==> src/hw/rtl/rwsp_pkg.sv <==
// Shared constants, types and helpers of the ratio-weighted server picker.
package rwsp_pkg;

  localparam int MAX_SERVERS = 16;
  localparam int RATIO_BITS  = 16;
  localparam int FIELD_W     = 16;
  localparam int NUM_WORDS   = 4;
  localparam int WORD_W      = 64;
  localparam int IDX_W       = 4;
  localparam int CNT_W       = 5;
  localparam int ROUND_W     = 22;
  localparam int SUM_W       = 21;
  localparam int HEAD_W      = 21;
  localparam int PROD_W      = 2 * ROUND_W;
  localparam int CFG_IDX_W   = 3;

  localparam logic [FIELD_W-1:0] RATIO_MASK = FIELD_W'((1 << RATIO_BITS) - 1);

  localparam logic [CFG_IDX_W-1:0] REG_RATIO_WORD_0 = 3'd0;
  localparam logic [CFG_IDX_W-1:0] REG_RATIO_WORD_1 = 3'd1;
  localparam logic [CFG_IDX_W-1:0] REG_RATIO_WORD_2 = 3'd2;
  localparam logic [CFG_IDX_W-1:0] REG_RATIO_WORD_3 = 3'd3;
  localparam logic [CFG_IDX_W-1:0] REG_SERVER_COUNT = 3'd4;

  typedef logic [NUM_WORDS-1:0][WORD_W-1:0] ratio_words_t;

  typedef enum logic [3:0] {
    ST_INIT,
    ST_IDLE,
    ST_SEL,
    ST_CS,
    ST_C0,
    ST_CP,
    ST_CL,
    ST_MR,
    ST_CMP,
    ST_COMMIT
  } state_t;

  // Effective ratio of server k: masked field, zero taken as one.
  function automatic logic [RATIO_BITS-1:0] ratio_field(input ratio_words_t words,
                                                        input logic [IDX_W-1:0] k);
    logic [WORD_W-1:0]  w;
    logic [FIELD_W-1:0] f;
    w = words[k[3:2]] >> {k[1:0], 4'b0000};
    f = w[FIELD_W-1:0] & RATIO_MASK;
    if (f == '0) begin
      f = FIELD_W'(1);
    end
    return f[RATIO_BITS-1:0];
  endfunction

  // Saturate the server count to 1..MAX_SERVERS.
  function automatic logic [CNT_W-1:0] clamp_count(input logic [CNT_W-1:0] v);
    logic [CNT_W-1:0] r;
    r = v;
    if (v == '0) begin
      r = CNT_W'(1);
    end else if (v > CNT_W'(MAX_SERVERS)) begin
      r = CNT_W'(MAX_SERVERS);
    end
    return r;
  endfunction

endpackage

==> src/hw/rtl/rwsp_if.sv <==
// Valid/ready channel interfaces for requests, picks and configuration writes.
interface rwsp_req_if;
  logic valid;
  logic ready;
  logic request;
  modport source (output valid, output request, input ready);
  modport sink (input valid, input request, output ready);
endinterface

interface rwsp_pick_if;
  logic                      valid;
  logic                      ready;
  logic [rwsp_pkg::IDX_W-1:0] server_index;
  modport source (output valid, output server_index, input ready);
  modport sink (input valid, input server_index, output ready);
endinterface

interface rwsp_cfg_if;
  logic                          valid;
  logic                          ready;
  logic [rwsp_pkg::CFG_IDX_W-1:0] index;
  logic [rwsp_pkg::WORD_W-1:0]    data;
  modport source (output valid, output index, output data, input ready);
  modport sink (input valid, input index, input data, output ready);
endinterface

==> src/hw/rtl/ratio_weighted_server_picker_core.sv <==
// Ratio-weighted server picker: iterative weighted round robin with a shared multiplier.
// After reset and after every write to a listed register the block loads the credit
// memory from the ratios and takes no request meanwhile; configuration writes are always
// taken. A request with the request bit clear is taken and gives no result. A pick
// accepts the request, then per candidate reads its credit (select, credit check) and
// skips it if exhausted; server 0 goes straight to commit, any other first gets a
// head/tail test (read server 0, the one before it and the last server, form both
// products, compare). The commit waits while the previous result is held. The credit
// memory with one registered read a cycle and the one 22x22 multiplier set these steps.
// The result sits in an output register, so the next request is taken while it waits.
module ratio_weighted_server_picker_core (
  input  logic              clk,
  input  logic              rst,
  rwsp_req_if.sink          req,
  rwsp_pick_if.source       pick,
  rwsp_cfg_if.sink          cfg
);

  localparam int RB = rwsp_pkg::RATIO_BITS;

  rwsp_pkg::state_t state, state_next;

  rwsp_pkg::ratio_words_t          words;
  logic [rwsp_pkg::CNT_W-1:0]      used_n;
  logic [RB-1:0]                   eff_last;

  logic [RB-1:0]                   credit_mem [rwsp_pkg::MAX_SERVERS];
  logic [RB-1:0]                   rd_data;
  logic [rwsp_pkg::IDX_W-1:0]      rd_addr;
  logic                            wr_en;
  logic [rwsp_pkg::IDX_W-1:0]      wr_addr;
  logic [RB-1:0]                   wr_data;

  logic [rwsp_pkg::IDX_W-1:0]      init_k;
  logic [rwsp_pkg::IDX_W-1:0]      cur;
  logic [rwsp_pkg::IDX_W-1:0]      s;
  logic [rwsp_pkg::ROUND_W-1:0]    round;
  logic [rwsp_pkg::SUM_W-1:0]      left;
  logic [rwsp_pkg::SUM_W-1:0]      full;
  logic [rwsp_pkg::CNT_W-1:0]      rearm;
  logic [RB-1:0]                   cs;
  logic [RB-1:0]                   c0;
  logic [rwsp_pkg::HEAD_W-1:0]     head;
  logic [rwsp_pkg::PROD_W-1:0]     prod;
  logic                            out_valid;
  logic [rwsp_pkg::IDX_W-1:0]      out_idx;

  logic [rwsp_pkg::ROUND_W-1:0]    mul_a;
  logic [rwsp_pkg::ROUND_W-1:0]    mul_b;
  logic                            cfg_hit;
  logic                            commit_go;
  logic [rwsp_pkg::IDX_W-1:0]      s_sel;
  logic [RB-1:0]                   init_val;
  logic [RB-1:0]                   ratio_s;
  logic [RB-1:0]                   last_val;
  logic [rwsp_pkg::CNT_W-1:0]      cur_inc;
  logic                            cur_wrap;
  logic [rwsp_pkg::SUM_W-1:0]      full_sum;
  logic [rwsp_pkg::SUM_W-1:0]      left_dec;
  logic                            rd_zero;
  logic                            pass;

  assign cfg.ready    = 1'b1;
  assign cfg_hit      = cfg.valid && (cfg.index <= rwsp_pkg::REG_SERVER_COUNT);
  assign pick.valid   = out_valid;
  assign pick.server_index = out_idx;
  assign commit_go    = (state == rwsp_pkg::ST_COMMIT) && (!out_valid || pick.ready);

  assign s_sel    = ({1'b0, cur} >= used_n) ? '0 : cur;
  assign init_val = ({1'b0, init_k} < used_n) ? rwsp_pkg::ratio_field(words, init_k) : '0;
  assign ratio_s  = rwsp_pkg::ratio_field(words, s);
  assign rd_zero  = (rd_data == '0);
  assign last_val = rd_zero ? eff_last : rd_data;
  assign cur_inc  = {1'b0, cur} + rwsp_pkg::CNT_W'(1);
  assign cur_wrap = (cur_inc >= used_n);
  assign full_sum = full + rwsp_pkg::SUM_W'(init_val);
  assign left_dec = left - rwsp_pkg::SUM_W'(1);
  assign pass     = prod > rwsp_pkg::PROD_W'(head);

  // Next state.
  always_comb begin
    state_next = state;
    case (state)
      rwsp_pkg::ST_INIT: begin
        if (init_k == rwsp_pkg::IDX_W'(rwsp_pkg::MAX_SERVERS - 1)) begin
          state_next = rwsp_pkg::ST_IDLE;
        end
      end
      rwsp_pkg::ST_IDLE: begin
        if (req.valid && req.request) begin
          state_next = rwsp_pkg::ST_SEL;
        end
      end
      rwsp_pkg::ST_SEL: state_next = rwsp_pkg::ST_CS;
      rwsp_pkg::ST_CS: begin
        if (rd_zero && (rearm != {1'b0, s})) begin
          state_next = rwsp_pkg::ST_SEL;
        end else if (s == '0) begin
          state_next = rwsp_pkg::ST_COMMIT;
        end else begin
          state_next = rwsp_pkg::ST_C0;
        end
      end
      rwsp_pkg::ST_C0:  state_next = rwsp_pkg::ST_CP;
      rwsp_pkg::ST_CP:  state_next = rwsp_pkg::ST_CL;
      rwsp_pkg::ST_CL:  state_next = rwsp_pkg::ST_MR;
      rwsp_pkg::ST_MR:  state_next = rwsp_pkg::ST_CMP;
      rwsp_pkg::ST_CMP: state_next = pass ? rwsp_pkg::ST_COMMIT : rwsp_pkg::ST_SEL;
      rwsp_pkg::ST_COMMIT: begin
        if (commit_go) begin
          state_next = rwsp_pkg::ST_IDLE;
        end
      end
      default: state_next = rwsp_pkg::ST_INIT;
    endcase
    if (cfg_hit) begin
      state_next = rwsp_pkg::ST_INIT;
    end
  end

  // Outputs: memory port, multiplier operands, request ready.
  always_comb begin
    req.ready = 1'b0;
    rd_addr   = s;
    wr_en     = 1'b0;
    wr_addr   = s;
    wr_data   = cs;
    mul_a     = '0;
    mul_b     = '0;
    case (state)
      rwsp_pkg::ST_INIT: begin
        wr_en   = 1'b1;
        wr_addr = init_k;
        wr_data = init_val;
      end
      rwsp_pkg::ST_IDLE: req.ready = 1'b1;
      rwsp_pkg::ST_SEL:  rd_addr = s_sel;
      rwsp_pkg::ST_CS: begin
        rd_addr = '0;
        if (rd_zero && (rearm == {1'b0, s})) begin
          wr_en   = 1'b1;
          wr_data = ratio_s;
        end
      end
      rwsp_pkg::ST_C0: rd_addr = s - rwsp_pkg::IDX_W'(1);
      rwsp_pkg::ST_CP: begin
        rd_addr = rwsp_pkg::IDX_W'(used_n - rwsp_pkg::CNT_W'(1));
        mul_a   = rwsp_pkg::ROUND_W'({1'b0, c0} + {1'b0, rd_data});
        mul_b   = rwsp_pkg::ROUND_W'(s);
      end
      rwsp_pkg::ST_CL: begin
        mul_a = rwsp_pkg::ROUND_W'({1'b0, cs} + {1'b0, last_val});
        mul_b = rwsp_pkg::ROUND_W'(used_n - {1'b0, s});
      end
      rwsp_pkg::ST_MR: begin
        mul_a = prod[rwsp_pkg::ROUND_W-1:0];
        mul_b = round;
      end
      rwsp_pkg::ST_COMMIT: begin
        wr_en   = commit_go;
        wr_data = cs - RB'(1);
      end
      default: ;
    endcase
  end

  // Credit memory, one write and one registered read per cycle.
  always_ff @(posedge clk) begin
    if (wr_en) begin
      credit_mem[wr_addr] <= wr_data;
    end
    rd_data <= credit_mem[rd_addr];
  end

  // Shared multiplier, product registered.
  always_ff @(posedge clk) begin
    prod <= rwsp_pkg::PROD_W'(mul_a) * rwsp_pkg::PROD_W'(mul_b);
  end

  always_ff @(posedge clk) begin
    if (rst) begin
      state     <= rwsp_pkg::ST_INIT;
      words     <= rwsp_pkg::ratio_words_t'(rwsp_pkg::WORD_W'(1));
      used_n    <= rwsp_pkg::CNT_W'(1);
      init_k    <= '0;
      full      <= '0;
      left      <= '0;
      cur       <= '0;
      round     <= rwsp_pkg::ROUND_W'(1);
      rearm     <= '0;
      out_valid <= 1'b0;
    end else begin
      state <= state_next;
      if (pick.ready && !commit_go) begin
        out_valid <= 1'b0;
      end
      case (state)
        rwsp_pkg::ST_INIT: begin
          if (!cfg_hit) begin
            init_k <= init_k + rwsp_pkg::IDX_W'(1);
            full   <= full_sum;
          end
          if ({1'b0, init_k} == used_n - rwsp_pkg::CNT_W'(1)) begin
            eff_last <= init_val;
          end
          if (init_k == rwsp_pkg::IDX_W'(rwsp_pkg::MAX_SERVERS - 1)) begin
            left  <= full_sum;
            cur   <= '0;
            round <= rwsp_pkg::ROUND_W'(1);
            rearm <= used_n;
          end
        end
        rwsp_pkg::ST_SEL: begin
          s   <= s_sel;
          cur <= s_sel;
        end
        rwsp_pkg::ST_CS: begin
          if (rd_zero && (rearm != {1'b0, s})) begin
            // skip an exhausted server
            cur <= cur_wrap ? '0 : cur_inc[rwsp_pkg::IDX_W-1:0];
            if (cur_wrap) begin
              round <= rwsp_pkg::ROUND_W'(1);
            end
          end else if (rd_zero) begin
            cs    <= ratio_s;
            rearm <= rearm + rwsp_pkg::CNT_W'(1);
          end else begin
            cs <= rd_data;
          end
        end
        rwsp_pkg::ST_C0: c0 <= rd_data;
        rwsp_pkg::ST_CL: head <= prod[rwsp_pkg::HEAD_W-1:0];
        rwsp_pkg::ST_CMP: begin
          if (!pass) begin
            cur   <= '0;
            round <= round + rwsp_pkg::ROUND_W'(1);
          end
        end
        rwsp_pkg::ST_COMMIT: begin
          if (commit_go) begin
            out_valid <= 1'b1;
            out_idx   <= s;
            if (left_dec == '0) begin
              cur   <= '0;
              round <= rwsp_pkg::ROUND_W'(1);
              left  <= full;
              rearm <= '0;
            end else begin
              left <= left_dec;
              cur  <= cur_wrap ? '0 : cur_inc[rwsp_pkg::IDX_W-1:0];
              if (cur_wrap) begin
                round <= rwsp_pkg::ROUND_W'(1);
              end
            end
          end
        end
        default: ;
      endcase
      // any write to a mapped register restarts the credit load
      if (cfg_hit) begin
        init_k <= '0;
        full   <= '0;
        case (cfg.index)
          rwsp_pkg::REG_RATIO_WORD_0: words[0] <= cfg.data;
          rwsp_pkg::REG_RATIO_WORD_1: words[1] <= cfg.data;
          rwsp_pkg::REG_RATIO_WORD_2: words[2] <= cfg.data;
          rwsp_pkg::REG_RATIO_WORD_3: words[3] <= cfg.data;
          rwsp_pkg::REG_SERVER_COUNT:
            used_n <= rwsp_pkg::clamp_count(cfg.data[rwsp_pkg::CNT_W-1:0]);
          default: ;
        endcase
      end
    end
  end

  a_cur_in_range: assert property (@(posedge clk) disable iff (rst)
    (state == rwsp_pkg::ST_IDLE) |-> ({1'b0, cur} < used_n))
    else $error("current server beyond server count");

  a_left_nonzero: assert property (@(posedge clk) disable iff (rst)
    (state != rwsp_pkg::ST_INIT) |-> (left != '0))
    else $error("credit total reached zero without restart");

  a_round_nonzero: assert property (@(posedge clk) disable iff (rst)
    (state != rwsp_pkg::ST_INIT) |-> (round != '0))
    else $error("round number wrapped");

  a_commit_holds: assert property (@(posedge clk) disable iff (rst)
    ((state == rwsp_pkg::ST_COMMIT) && out_valid && !pick.ready && !cfg_hit)
      |=> (state == rwsp_pkg::ST_COMMIT))
    else $error("pick committed over an untaken result");

endmodule

==> src/flat_wrapper.sv <==
// flat-port wrapper written by rule: the top's interface ports become plain ports
module ratio_weighted_server_picker_core_flat 
  (clk, rst, req_valid, req_request, req_ready, pick_valid, pick_server_index, pick_ready, cfg_valid, cfg_index, cfg_data, cfg_ready);
  rwsp_req_if req_i ();
  rwsp_pick_if pick_i ();
  rwsp_cfg_if cfg_i ();
  input  logic clk;
  input  logic rst;
  input wire logic [$bits(req_i.valid)-1:0] req_valid;
  input wire logic [$bits(req_i.request)-1:0] req_request;
  output wire logic [$bits(req_i.ready)-1:0] req_ready;
  output wire logic [$bits(pick_i.valid)-1:0] pick_valid;
  output wire logic [$bits(pick_i.server_index)-1:0] pick_server_index;
  input wire logic [$bits(pick_i.ready)-1:0] pick_ready;
  input wire logic [$bits(cfg_i.valid)-1:0] cfg_valid;
  input wire logic [$bits(cfg_i.index)-1:0] cfg_index;
  input wire logic [$bits(cfg_i.data)-1:0] cfg_data;
  output wire logic [$bits(cfg_i.ready)-1:0] cfg_ready;
  assign req_i.valid = req_valid;
  assign req_i.request = req_request;
  assign req_ready = req_i.ready;
  assign pick_valid = pick_i.valid;
  assign pick_server_index = pick_i.server_index;
  assign pick_i.ready = pick_ready;
  assign cfg_i.valid = cfg_valid;
  assign cfg_i.index = cfg_index;
  assign cfg_i.data = cfg_data;
  assign cfg_ready = cfg_i.ready;
  ratio_weighted_server_picker_core u_core (.clk(clk), .rst(rst), .req(req_i), .pick(pick_i), .cfg(cfg_i));
endmodule
==> config.mk <==
export PLATFORM = sky130hd
export DESIGN_NAME = ratio_weighted_server_picker_core_flat
export DESIGN_NICKNAME = d
export VERILOG_FILES = /design/src/hw/rtl/rwsp_pkg.sv /design/src/hw/rtl/rwsp_if.sv /design/src/hw/rtl/ratio_weighted_server_picker_core.sv /design/src/flat_wrapper.sv
export SDC_FILE = /design/constraint.sdc
export NUM_CORES = 2
export LEC_CHECK = 0
export BUFFER_PORTS_ARGS = -buffer_cell sky130_fd_sc_hd__buf_2
export CAP_MARGIN = 20
export CELL_PAD_IN_SITES_DETAIL_PLACEMENT = 0
export CELL_PAD_IN_SITES_GLOBAL_PLACEMENT = 1
export CORE_ASPECT_RATIO = 2
export CORE_MARGIN = 5
export CORE_UTILIZATION = 45
export DETAILED_ROUTE_END_ITERATION = 10
export GPL_TIMING_DRIVEN = 0
export PLACE_DENSITY_LB_ADDON = 0.12
export REMOVE_ABC_BUFFERS = 1
export SYNTH_ARGS = -nofsm -noshare
export SYNTH_HDL_FRONTEND = slang
export SYNTH_SLANG_ARGS = --single-unit
==> constraint.sdc <==
create_clock -name clk -period 13.5 [get_ports clk]
set_clock_uncertainty 0.05 [all_clocks]
set_input_delay 0 -clock clk [delete_from_list [all_inputs] [get_ports clk]]
set_output_delay 0 -clock clk [all_outputs]
set_load 0.03 [all_outputs]
==> metrics.txt <==
min Tclk post-route=12.48 ns; Root Buffer=clkbuf_16; worst hold path type=in2reg; Post-synth EDFFs=333; Slew HR=0.167; Max Cap Violations=0; synth unique cells=94; Buf+Inv Stages, Crit Path=3; Area Overhead vs Synth=12.5%; Clock Tree Buf Depth=3; Mapped Cells=~5,300; f_max=~80 MHz; Max FO, Critical Path=19; Arrival @ worst endpoint=13.01 ns; Slew Viols, Final=0; TritonCTS Buffers=73; Hold Fails Final Rpt=0; crit-path most repeated cell=fa_1; CTS sink count=between 700 and 800; clk slew on worst S/H paths=~0.070 ns; First DRT Iteration DRCs=approximately 2,200; critical path class=reg2reg; CP peak stage delay=a little over 0.8 ns; fin crit share=0.925; Worst path slowest cell=and4_1; Chip Width=251 µm; WP data required=14.03 ns; layout cell share with drive strength beyond 1=0.109; die area=roughly 120,000 µm²; vias in the first global route=between 40,000 and 50,000; GRT Total Usage=0.274; drt total wl=around 170,000 µm; CP Capture Type=flip-flop; Layout Utilization=0.510; CTS tree=done; IO Pins=80; status=complete, no violations; Synth async-reset ratio=0; final setup fails=0; first-pass GRT wire length=approximately 260,000 µm; average size of a mapped cell=9.78 µm²; Initial Utilization=0.453; H-tree levels=3; Placer Congestion=0.972; CTS Hold Bufs=81; clock latency on the worst-skew pair=0.67 ns; port bufs=78; unrepaired setup endpoints after global routing=false; post-CTS setup buffer count=0; DRC Markers=0; Slew @ Worst Pin=between 1 and 1.5 ns; grt ovf=0; initial antenna violation count=1; Yosys Warn Count=0; Design Power=between 4 and 5 mW; largest net degree at the start of global routing=112; DR pass1 iterations=7; routed len/inst=about 25 µm; nets=roughly 6,100; P per Cell Area=around 80 nW/µm²; WHS=around 0.11 ns; Die H=492 µm; core area=around 120,000 µm²; Post-Syn Area=roughly 52,000 µm²; register area share after synthesis=0.346; vias=between 30,000 and 40,000; Detailed Place HPWL=between 100,000 and 150,000 µm; leakage power=about 24 nW; Synth Flop Type=dfxtp_1; critical path launch point type=flip-flop; Peak VDD IR=0.131 mV; Seq cells post-synth=around 740; vias per cell=about 5.8; row count=176; cts repair resizes=0; CP delay by family, top=compound AO/OA/AOI/OAI gates; Routed Antenna Nets=0
## stage by stage
stage	cells	TNS, ns	setup WS, ns	area, µm²
2_1_floorplan	5019	0	0.706	50800
3_3_place_gp	6610	-177.12	-5.40	53100
3_5_place_dp	6721	0	1.09	55400
4_1_cts	6936	0	1.02	58700
5_1_grt	6941	0	0.581	58700
6_report	6941	0	1.02	58700
## area by class of cell
type                    instances  area, µm²
clock inverters                33        330
repair buffers                274       3250
diodes                          1       2.50
clock buffers                 101       2100
fillers                     10700      56500
flip-flops and latches        736      18100
well taps                    1513       1890
inverters                     493       1850
multi-input cells            3790      31200
## synthesized netlist by cell type, types with 24 or more instances
cell,number,share of area
nand3_1,70,0.0067
ha_1,254,0.061
mux2_2,37,0.0080
nor2_1,292,0.021
dfxtp_1,403,0.15
a21o_1,111,0.016
nor2b_1,24,0.0029
and3_1,29,0.0035
and2_1,71,0.0085
nand4_1,28,0.0034
a22oi_1,30,0.0043
mux2i_1,153,0.029
inv_1,491,0.035
nand2_1,1041,0.075
mux4_2,148,0.064
xnor2_1,82,0.014
clkbuf_1,234,0.017
edfxtp_1,333,0.19
nor4_1,29,0.0035
o211ai_1,43,0.0062
xor2_1,40,0.0067
fa_1,401,0.15
buf_1,24,0.0017
nor3_1,42,0.0040
buf_2,42,0.0040
a21oi_1,442,0.042
o21ai_0,105,0.010
## state kept, by name, summed over array words and instances (netlist names), 21 cells and up
name and count:
u_core.left 21, u_core.head 21, u_core.credit_mem 256, u_core.words 256, u_core.prod 44, u_core.round 22
u_core.full 21
## worst min-delay path: stages
cell and delay [ns]:
dlygate4sd3_1 0.53, buf_2 0.14, nand2_1 0.05, a21oi_1 0.05
## power breakdown
| part | switching, mW | total (mW) | internal [mW] |
|---|---|---|---|
| Sequential | 0.0319 | 2.41 | 2.37 |
| Combinational | 0.183 | 0.293 | 0.110 |
| Clock | 0.945 | 2.13 | 1.18 |
| Total | 1.16 | 4.83 | 3.67 |
## cell usage in the layout (no fill, tap or decap), types with 22 or more instances in the layout
cell	synthesis	final
a21o_1	111	111
ha_1	254	254
o21ai_0	105	94
nor3_1	42	41
edfxtp_1	333	333
clkbuf_16	0	75
mux2i_1	153	153
a22oi_1	30	30
mux2_2	37	37
o211ai_1	43	43
nor4_1	29	28
nand4_1	28	28
dlygate4sd3_1	0	81
buf_2	42	79
nand2_1	1041	1039
nor2_2	0	22
nor2b_1	24	24
fa_1	401	401
nor2_1	292	266
and3_1	29	27
dfxtp_1	403	399
nand3_1	70	68
buf_16	0	40
a21oi_1	442	433
xnor2_1	82	82
buf_4	10	29
xor2_1	40	40
and2_1	71	71
inv_1	491	491
mux4_2	148	148
## path summary, 6_finish.rpt
path / from / to / slack, ns / cells after the start
max: u_core.rd_data[14] / u_core.prod[41] / 1.02 / 32
min: cfg_data[59] / u_core.words[251] / 0.11 / 4
max reg2reg: u_core.rd_data[14] / u_core.prod[41] / 1.02 / 32
min reg2reg: u_core.prod[0] / u_core.head[0] / 0.41 / 0
## logic make-up (layout without fill, tap and decap cells)
| family | Yosys count | after routing | synth area share |
|---|---|---|---|
| buffers and inverters | 813 | 901 | 0.0616 |
| adders and majority gates | 655 | 655 | 0.215 |
| and+or+nand+nor | 1725 | 1725 | 0.143 |
| DFF | 736 | 736 | 0.346 |
| xor gates and xnor gates | 122 | 122 | 0.0205 |
| AOI/OAI and AO/OA | 949 | 949 | 0.113 |
| other | 1 | 2 | 0.0000719 |
| muxes | 338 | 338 | 0.101 |
## routing by layer
metal / routed length (µm) / global-route usage
met2: 96700 / 0.542
met1: 56600 / 0.269
met4: 12500 / 0.160
met3: 6180 / 0.0313
met5: 0 / 0
(Power assumes the default switching activity.)
